### config.mk
export PLATFORM = sky130hd
export DESIGN_NAME = float32_add_sub_compare
export DESIGN_NICKNAME = d
export VERILOG_FILES = /design/src/rtl/core/fas_pkg.sv /design/src/rtl/core/fas_addsub.sv /design/src/rtl/core/fas_cmp.sv /design/src/rtl/core/float32_add_sub_compare.sv
export SDC_FILE = /design/constraint.sdc
export NUM_CORES = 1
export LEC_CHECK = 0
export ABC_AREA = 1
export BUFFER_PORTS_ARGS = -buffer_cell sky130_fd_sc_hd__buf_2
export CAP_MARGIN = 10
export CELL_PAD_IN_SITES_DETAIL_PLACEMENT = 0
export CELL_PAD_IN_SITES_GLOBAL_PLACEMENT = 1
export CORE_UTILIZATION = 45
export CTS_CLUSTER_DIAMETER = 60
export DETAILED_ROUTE_END_ITERATION = 16
export PLACE_DENSITY_LB_ADDON = 0.15
export SLEW_MARGIN = 30
export SYNTH_ARGS = -nofsm -noshare
export SYNTH_HDL_FRONTEND = slang
export SYNTH_SLANG_ARGS = --single-unit
### constraint.sdc
create_clock -name clk -period 13.55 [get_ports clk]
set_input_delay 0.6775 -clock clk [delete_from_list [all_inputs] [get_ports clk]]
set_output_delay 0.6775 -clock clk [all_outputs]
set_load 0.01 [all_outputs]
### src/rtl/core/fas_pkg.sv
// Package: opcodes, transaction types and constants for the float32 add/sub/compare unit.
package fas_pkg;

  localparam logic [2:0] OP_ADD = 3'd0;
  localparam logic [2:0] OP_SUB = 3'd1;
  localparam logic [2:0] OP_EQ  = 3'd2;
  localparam logic [2:0] OP_LT  = 3'd3;
  localparam logic [2:0] OP_LE  = 3'd4;

  localparam int unsigned FracBits = 23;
  localparam int unsigned ExpBits  = 8;
  localparam int unsigned GrsBits  = 3;
  localparam int unsigned WorkBits = 27;

  localparam logic [7:0]  EXP_MAX   = 8'hFF;
  localparam logic [30:0] INF_MAG   = 31'h7F800000;
  localparam logic [30:0] QNAN_MAG  = 31'h7FC00000;
  localparam logic [31:0] QUIET_BIT = 32'h00400000;

  typedef struct packed {
    logic [2:0]  op;
    logic [31:0] a;
    logic [31:0] b;
  } req_t;

  typedef struct packed {
    logic [31:0] result;
    logic        invalid;
  } rsp_t;

endpackage

### src/rtl/core/fas_addsub.sv
// Single-pass IEEE 754 single-precision adder/subtractor datapath.
module fas_addsub (
  input  logic        sub,
  input  logic [31:0] a,
  input  logic [31:0] b,
  output logic [31:0] result
);
  import fas_pkg::*;

  function automatic logic [30:0] finish(input logic [8:0] te, input logic [26:0] tf);
    logic [2:0]  g;
    logic        inc;
    logic [24:0] r;
    logic [8:0]  te2;
    logic [23:0] r2;
    logic [7:0]  e;
    g   = tf[2:0];
    inc = (g > 3'd4) || ((g == 3'd4) && tf[3]);
    r   = {1'b0, tf[26:3]} + {24'd0, inc};
    if (r[24]) begin
      te2 = te + 9'd1;
      r2  = r[24:1];
    end else begin
      te2 = te;
      r2  = r[23:0];
    end
    e = r2[23] ? te2[7:0] : 8'd0;
    if (te2 >= {1'b0, EXP_MAX}) finish = INF_MAG;
    else finish = {e, r2[22:0]};
  endfunction

  logic [30:0] am, bm, x, y;
  logic        nan_a, nan_b, swap, sign, eff_sub;
  logic [7:0]  xe, ye, xe1, ye1, d;
  logic        x_inf, y_inf, far;
  logic [26:0] xw, yw, ya, diff, tf_a, tf_s;
  logic [27:0] sum;
  logic [8:0]  te_a, te_s, te1;
  logic        add_ovf, zero;
  logic [4:0]  lz;

  always_comb begin
    am      = a[30:0];
    bm      = b[30:0];
    nan_a   = am > INF_MAG;
    nan_b   = bm > INF_MAG;
    swap    = sub ? (am < bm) : (am <= bm);
    sign    = swap ? (sub ? ~b[31] : b[31]) : a[31];
    eff_sub = a[31] ^ b[31] ^ sub;
    x       = swap ? bm : am;
    y       = swap ? am : bm;
    xe      = x[30:23];
    ye      = y[30:23];
    x_inf   = xe == EXP_MAX;
    y_inf   = ye == EXP_MAX;
    far     = (xe - ye) > 8'(WorkBits);
    xe1     = (xe == 8'd0) ? 8'd1 : xe;
    ye1     = (ye == 8'd0) ? 8'd1 : ye;
    xw      = {xe != 8'd0, x[22:0], 3'b000};
    yw      = {ye != 8'd0, y[22:0], 3'b000};
    d       = xe1 - ye1;
    if (d >= 8'(WorkBits)) begin
      ya = {26'd0, |yw};
    end else begin
      ya = (yw >> d[4:0]) | {26'd0, |(yw & ~({27{1'b1}} << d[4:0]))};
    end

    sum = {1'b0, xw} + {1'b0, ya};
    if (sum[27]) begin
      te_a = {1'b0, xe1} + 9'd1;
      tf_a = sum[27:1] | {26'd0, sum[0]};
    end else begin
      te_a = {1'b0, xe1};
      tf_a = sum[26:0];
    end
    add_ovf = sum[27] && (te_a >= {1'b0, EXP_MAX});

    zero = ya >= xw;
    diff = xw - ya;
    lz   = 5'd0;
    for (int i = 0; i < 27; i++) begin
      if (diff[i]) lz = 5'(26 - i);
    end
    te1 = {1'b0, xe1} - 9'd1;
    if (te1 < {4'd0, lz}) begin
      tf_s = diff << te1[4:0];
      te_s = 9'd1;
    end else begin
      tf_s = diff << lz;
      te_s = {1'b0, xe1} - {4'd0, lz};
    end

    if (nan_a) begin
      result = a | QUIET_BIT;
    end else if (nan_b) begin
      result = b | QUIET_BIT;
    end else if (!eff_sub) begin
      if (x_inf || y_inf || add_ovf) result = {sign, INF_MAG};
      else result = {sign, finish(te_a, tf_a)};
    end else begin
      if (x_inf && y_inf) result = {sign, QNAN_MAG};
      else if (x_inf) result = {sign, INF_MAG};
      else if (far) result = {sign, x};
      else if (zero) result = 32'd0;
      else result = {sign, finish(te_s, tf_s)};
    end
  end

endmodule

### src/rtl/core/fas_cmp.sv
// Single-precision equal, less-than and less-or-equal compare logic.
module fas_cmp (
  input  logic [2:0]  op,
  input  logic [31:0] a,
  input  logic [31:0] b,
  output logic        flag
);
  import fas_pkg::*;

  logic nan_any, both_zero, lt, le;

  always_comb begin
    nan_any   = (a[30:0] > INF_MAG) || (b[30:0] > INF_MAG);
    both_zero = (a[30:0] == 31'd0) && (b[30:0] == 31'd0);
    if (a[31] != b[31]) begin
      lt = both_zero ? 1'b0 : a[31];
      le = both_zero ? 1'b1 : a[31];
    end else begin
      lt = a[31] ? (b < a) : (a < b);
      le = a[31] ? (b <= a) : (a <= b);
    end
    case (op)
      OP_EQ:   flag = !nan_any && (both_zero || (a == b));
      OP_LT:   flag = !nan_any && lt;
      OP_LE:   flag = !nan_any && le;
      default: flag = 1'b0;
    endcase
  end

endmodule

### src/rtl/core/float32_add_sub_compare.sv
// Top level: registered float32 add/subtract/compare unit with valid/ready channels.
// Each transaction carries an opcode (add, subtract, equal, less than, less or
// equal) and two single-precision bit patterns, and returns one result word plus
// an invalid flag raised when either operand of a defined opcode is a signaling
// NaN. The unit takes a new transaction every cycle while the result side does not
// stall. A transaction waits in the input register while the full add/round or
// compare path settles, and its result is then presented from the result register;
// either register holds its contents while the result side stalls.
module float32_add_sub_compare (
  input  logic          clk,
  input  logic          rst,
  input  logic          req_valid,
  output logic          req_ready,
  input  fas_pkg::req_t req,
  output logic          rsp_valid,
  input  logic          rsp_ready,
  output fas_pkg::rsp_t rsp
);
  import fas_pkg::*;

  logic        s1_valid;
  req_t        s1_req;
  logic        adv;
  logic [31:0] sum_result;
  logic        cmp_flag;
  logic        snan_a, snan_b;
  rsp_t        rsp_next;

  fas_addsub u_addsub (
    .sub    (s1_req.op == OP_SUB),
    .a      (s1_req.a),
    .b      (s1_req.b),
    .result (sum_result)
  );

  fas_cmp u_cmp (
    .op   (s1_req.op),
    .a    (s1_req.a),
    .b    (s1_req.b),
    .flag (cmp_flag)
  );

  assign adv       = !rsp_valid || rsp_ready;
  assign req_ready = !s1_valid || adv;

  always_comb begin
    snan_a = (s1_req.a[30:0] > INF_MAG) && !s1_req.a[22];
    snan_b = (s1_req.b[30:0] > INF_MAG) && !s1_req.b[22];
    case (s1_req.op)
      OP_ADD, OP_SUB: begin
        rsp_next.result  = sum_result;
        rsp_next.invalid = snan_a || snan_b;
      end
      OP_EQ, OP_LT, OP_LE: begin
        rsp_next.result  = {31'd0, cmp_flag};
        rsp_next.invalid = snan_a || snan_b;
      end
      default: begin
        rsp_next.result  = 32'd0;
        rsp_next.invalid = 1'b0;
      end
    endcase
  end

  always_ff @(posedge clk) begin
    if (rst) begin
      s1_valid  <= 1'b0;
      rsp_valid <= 1'b0;
    end else begin
      if (req_ready) s1_valid <= req_valid;
      if (adv) rsp_valid <= s1_valid;
    end
  end

  always_ff @(posedge clk) begin
    if (req_valid && req_ready) s1_req <= req;
    if (adv && s1_valid) rsp <= rsp_next;
  end

`ifndef SYNTHESIS
  a_ready_when_drained: assert property (@(posedge clk) disable iff (rst)
    rsp_ready |-> req_ready)
    else $error("input stalled while output side is free");

  a_no_phantom_result: assert property (@(posedge clk) disable iff (rst)
    (!s1_valid && adv) |=> !rsp_valid)
    else $error("result appeared without a transaction in the input register");

  a_undefined_op_zero: assert property (@(posedge clk) disable iff (rst)
    (s1_valid && adv && (s1_req.op != OP_ADD) && (s1_req.op != OP_SUB) &&
     (s1_req.op != OP_EQ) && (s1_req.op != OP_LT) && (s1_req.op != OP_LE))
    |=> (rsp.result == 32'd0) && !rsp.invalid)
    else $error("undefined opcode produced a nonzero result");
`endif

endmodule

Word level (Yosys, flattened, before mapping)
Index checks and enable logic that the tools add are counted.

operators by class
  bitwise logic cells = 7
  equal/unequal tests = 10
  shift operators = 4
  $lt $le $gt $ge = 17
  add/subtract/negate cells = 11
  reductions and logical operators = 37
  muxes and demuxes = 85

operators with widths
  operator                count
  $mux W24                13
  $mux W32                7
  $mux W31                5
  $mux W5                 27
  $mux W9                 15
  $mux W27                3
  $pmux W33 S2            1
  $le A32 B32 Y1          2
  $lt A32 B32 Y1          2
  $gt A31 B31 Y1 const B  2
  $logic_not A31 Y1       2
  $or A27 B1 Y27          2
  $shl A27 B5 Y27         2
  $add A24 B1 Y25         2
  $eq A32 B32 Y1          1
  $mux W8                 4
  $le A31 B31 Y1          1
  $lt A31 B31 Y1          1
  $add A27 B27 Y28        1
  $and A27 B27 Y27        1
  $ge A27 B27 Y1          1
  $ge A9 B8 Y1 const B    3
  $not A27 Y27            1
  $reduce_or A27 Y1       1
  other kinds (30)        71

word-level totals
  flip-flop bits (word level) = 102
  logic and storage cells = 178
  input port bits = 71
  output and inout port bits = 35

Longest topological paths before layout
  depth after elaboration = 64
  gate-level depth with buffers = 100
  mapped depth without buffers = 97

Hierarchy
From an unflattened synthesis, not the netlist that was laid out.

unflattened totals
  cells, all modules = 3180
  area total of the unflattened synthesis = 18476.5 um2

modules (own cells, without submodules)
  module                   area an instance (um2)  cells an instance  instances  sequential area each (um2)
  fas_addsub               13472.9                 2686               1          0.0
  float32_add_sub_compare  3751.1                  279                1          3042.9
  fas_cmp                  1252.5                  215                1          0.0

Worst setup path before layout
No wires, ideal clock.

  path kind = flip-flop to flip-flop
  from = register s1_req[30] in the netlist's numbering
  to = register rsp[27] in the netlist's numbering, data pin
  library setup time = 0.272 ns
  stages on the path, launching flop included = 73
  buffers on the path = 8
  clock period less this slack = 12.296 ns
  arrival time = 12.025 ns
  setup slack = 1.254 ns
  required time = 13.278 ns
  path through = edfxtp_1 -> inv_1 -> ha_1 -> nand2_1 -> nor2_4 -> nand2_1 -> nor2_1 -> nand2_1 -> nand2_1 -> nor2_1 -> nand2_2 -> nand2_4 -> buf_6 -> buf_4 -> buf_4 -> o21ai_2 -> inv_1 -> nor2_1 -> (+37 left out) -> inv_1 -> nor4_1 -> nand4_1 -> nor4_1 -> nand2_1 -> nor2_1 -> nand3_1 -> nor4_1 -> xor2_1 -> nand2_1 -> nor2_1 -> nand3_1 -> o221ai_1 -> nor2_1 -> clkbuf_1 -> nand2_1 -> nand3_1 -> a21oi_1

RTL lines
  item                    RTL line                       text
  from (decl)             float32_add_sub_compare.sv:22  req_t s1_req;
  from (signal assigned)  float32_add_sub_compare.sv:76  if (req_valid && req_ready) s1_req <= req;
  to (signal assigned)    float32_add_sub_compare.sv:77  if (adv && s1_valid) rsp <= rsp_next;
  to (decl)               float32_add_sub_compare.sv:17  output fas_pkg::rsp_t rsp

==> impl_metrics.csv <==
group,metric,value,unit
clocking,cts-root-buf,"clkbuf_16",
route,wl_per_cell,21.1,um
floorplanning,core-area,0.0378,sq mm
run,drv_cap,0,
grt,grt-ovfl-total,0,
synth,synth_area,0.0174,sq mm
clocking,clkLatencyLatePin,0.36,ns
grt,antenna_found_initial,1,
synth,synth_edf_count,100,
setup_path,startpoint,"s1_req[21]",
synth,synth_area_leader_cell,"edfxtp_1",
pwr,p_sw,2.30,mW
clocking,cts_tree,"yes",
grt,first_global_vias,18900,
clocking,ctsHoldBuffers,0,
route,ant_nets,0,
pwr,p_int,1.44,mW
floorplanning,initial_core_util,0.460,
grt,use_met2,0.609,
placed_design,dp_hpwl,60900,um
pwr,power.leakage,9.56,nW
timing,drv_slew,0,
pwr,clkPwrFrac,0.078,
setup_path,worst_setup_path_start_kind,"register",
synth,async_flop_share,0,
synth,synth_nets,3097,
pwr,power.density,192,mW/mm^2
cells_and_area,area_growth,11.7,%
clocking,clock-sinks,102,
synth,ys_warn_count,0,
pwr,p_seq_frac,0.104,
floorplanning,boundaryPins,106,
synth,syn_area_per_cell,6.04,sq um
synth,synth_ff_type,"edfxtp_1",
placed_design,place_area,0.0187,sq mm
placed_design,portBuffers,105,
setup_path,endpoint_kind,"register",
clocking,htreeDepth,3,
timing,fin_skew,0.0175,ns
route,dr.pass1.iters,8,
placed_design,finalWeightedCongestion,1.07,
setup_path,cp.arrival,12.70,ns
pwr,netSwitchingFraction,0.615,
setup_path,r2r-start,"s1_req[21]",
setup_path,cpMostUsedCell,"nand2_1",
timing,hold_violations,0,
grt,grt-busiest-layer,"met2",
setup_path,cp_max_fo,21,
setup_path,cp_slowest_cell,"o21ai_0",
grt,grtUsageMet1,0.479,
floorplanning,fp.dieArea,0.0395,sq mm
synth,synthCells,2882,
cells_and_area,insertedDiodeCount,0,
timing,fin_crit,12.62,ns
pwr,power,3.74,mW
floorplanning,fp.dieW,199,um
synth,yosysSeqAreaShare,0.175,
route,wl,74200,um
grt,gr-usage-met3,0.0531,
setup_path,crit_required,13.64,ns
synth,ys_types,70,
floorplanning,rows,71,
floorplanning,die_y,199,um
synth,ys_top_cells_by_area,"edfxtp_1 (17%), nand2_1 (16%), nand3_1 (11%)",
route,drt_iter0_markers,1947,
route,vias_per_cell,5.81,
grt,grt_pass1_wl,111000,um
clocking,path_clk_slew,0.08,ns
synth,ys_ff_latch,102,
cells_and_area,final_area,0.0194,sq mm
pwr,combPwrFrac,0.818,
grt,grt_max_degree,76,
worst_hold_path,hp-class,"in -> reg",
grt,grt_util_all_layers,0.371,
cells_and_area,fin_nets,3209,
route,drc,0,
setup_path,cp_slowest_stage_delay,0.51,ns
synth,yosysTopAreaCellShare,0.172,
timing,post-route-period-util,0.931,
run_status,outcome,"complete, no violations",
worst_hold_path,worstHoldStart,"rst",
pwr,ir_worst_vdd,0.0000890,V
route,dr_total_vias,20400,
timing,setup_viol,0,
setup_path,critical_path_class,"reg -> reg",
cells_and_area,layout-drive-gt1-share,0.126,
clocking,clk_path_buf_depth,2,
timing,slew_headroom,0.329,
clocking,cts_made_buffers,9,
timing,tightest_slew,0.996,ns
timing,fmax,0.0793,GHz
-- final timing paths --
check	to	slack, ns	depth (start not counted)
hold reg to reg	rsp_valid	0.54	2
setup / recovery	rsp[11]	0.93	77
hold / removal	rsp_valid	0.48	2
setup reg to reg	rsp[11]	0.93	77
-- per-layer routing --
layer | part of all wire | up-vias
li1 | - | 9799
met1 | 0.41 | 9475
met2 | 0.46 | 945
met3 | 0.079 | 177
met4 | 0.051 | 0
met5 | 0 | -
-- state kept, by name (all words and copies together), names as in the netlist --
name,count
s1_req,67
rsp,33
rsp_valid,1
s1_valid,1
-- what timing repair did --
item                                    in CTS  in global routing
gates cloned                                 0                  1
endpoints found under the setup margin      27                 31
buffers inserted                             0                 20
pin swaps                                    0                  7
gates resized for setup                      6                 65
-- power by group through the flow --
stage	clock (mW)	combinational, mW	sequential (mW)
after floorplan	0	2.02	0.393
after global placement	0	2.90	0.394
after detailed placement	0	2.88	0.395
after CTS	0.296	2.90	0.388
after global routing	0.305	3.34	0.390
final	0.292	3.06	0.388
-- critical path, delay by kind of cell, from the launching register on --
kind            cells  cell delay, ns
buf+inv            14            1.58
compound gates     22            3.73
xor+xnor            2            0.28
fa+ha+maj           5            1.62
flops               1            0.44
simple gates       34            4.62
-- cell type report --
type	instances	area (sq um)
Clock inverter	6	86.3
Inverter	393	1500
Timing Repair inverter	1	5.00
Timing Repair Buffer	206	1320
Fill cell	4083	18400
Tap cell	511	639
Multi-Input combinational cell	2281	12600
Sequential cell	102	3040
Clock buffer	10	239
-- Yosys cell counts, types with 24 or more instances --
master and number:
nand2_1 736, inv_2 26, clkbuf_1 63, inv_1 354, nand3_1 387, a21oi_1 159, nor3_1 47, o21ai_0 146
nor2_1 261, xor2_1 77, ha_1 141, nand4_1 57, o21ai_1 24, edfxtp_1 100
-- placed cells by master (no fill, tap or decap), drive strengths merged, types with 8 or more instances in the layout --
| cell | synthesis | routed |
|---|---|---|
| a21oi | 163 | 163 |
| a31oi | 23 | 23 |
| buf | 43 | 206 |
| clkbuf | 63 | 10 |
| clkinv | 13 | 14 |
| edfxtp | 100 | 100 |
| ha | 141 | 141 |
| inv | 380 | 382 |
| nand2 | 763 | 763 |
| nand3 | 395 | 395 |
| nand3b | 8 | 8 |
| nand4 | 59 | 59 |
| nor2 | 278 | 278 |
| nor3 | 48 | 48 |
| nor4 | 21 | 21 |
| o211ai | 24 | 24 |
| o21ai | 183 | 183 |
| o21bai | 10 | 10 |
| o31ai | 11 | 11 |
| or2 | 9 | 9 |
| xnor2 | 11 | 11 |
| xor2 | 80 | 80 |
-- metrics by stage --
step / TNS [ns] / hold WS, ns / utilization / setup WS (ns) / instances
2_1_floorplan: 0 / 0.445 / - / 1.25 / 2882
3_3_place_gp: -0.499 / 0.513 / 0.494 / -0.124 / 3473
3_5_place_dp: -2.58 / 0.524 / 0.494 / -0.254 / 3473
4_1_cts: 0 / 0.471 / 0.502 / 0.0529 / 3489
5_1_grt: -0.0267 / 0.480 / 0.514 / -0.0267 / 3510
6_report: 0 / 0.485 / 0.514 / 0.934 / 3510
-- cell families (layout without fill, tap and decap cells) --
| group | count (synthesis) | in the layout | synth area share |
|---|---|---|---|
| compound gates | 457 | 457 | 0.152 |
| xor+xnor | 91 | 91 | 0.0471 |
| fa+ha+maj | 144 | 144 | 0.105 |
| buf+inv | 499 | 616 | 0.115 |
| flops | 102 | 102 | 0.175 |
| simple gates | 1589 | 1589 | 0.406 |
(Power assumes the default switching activity.)
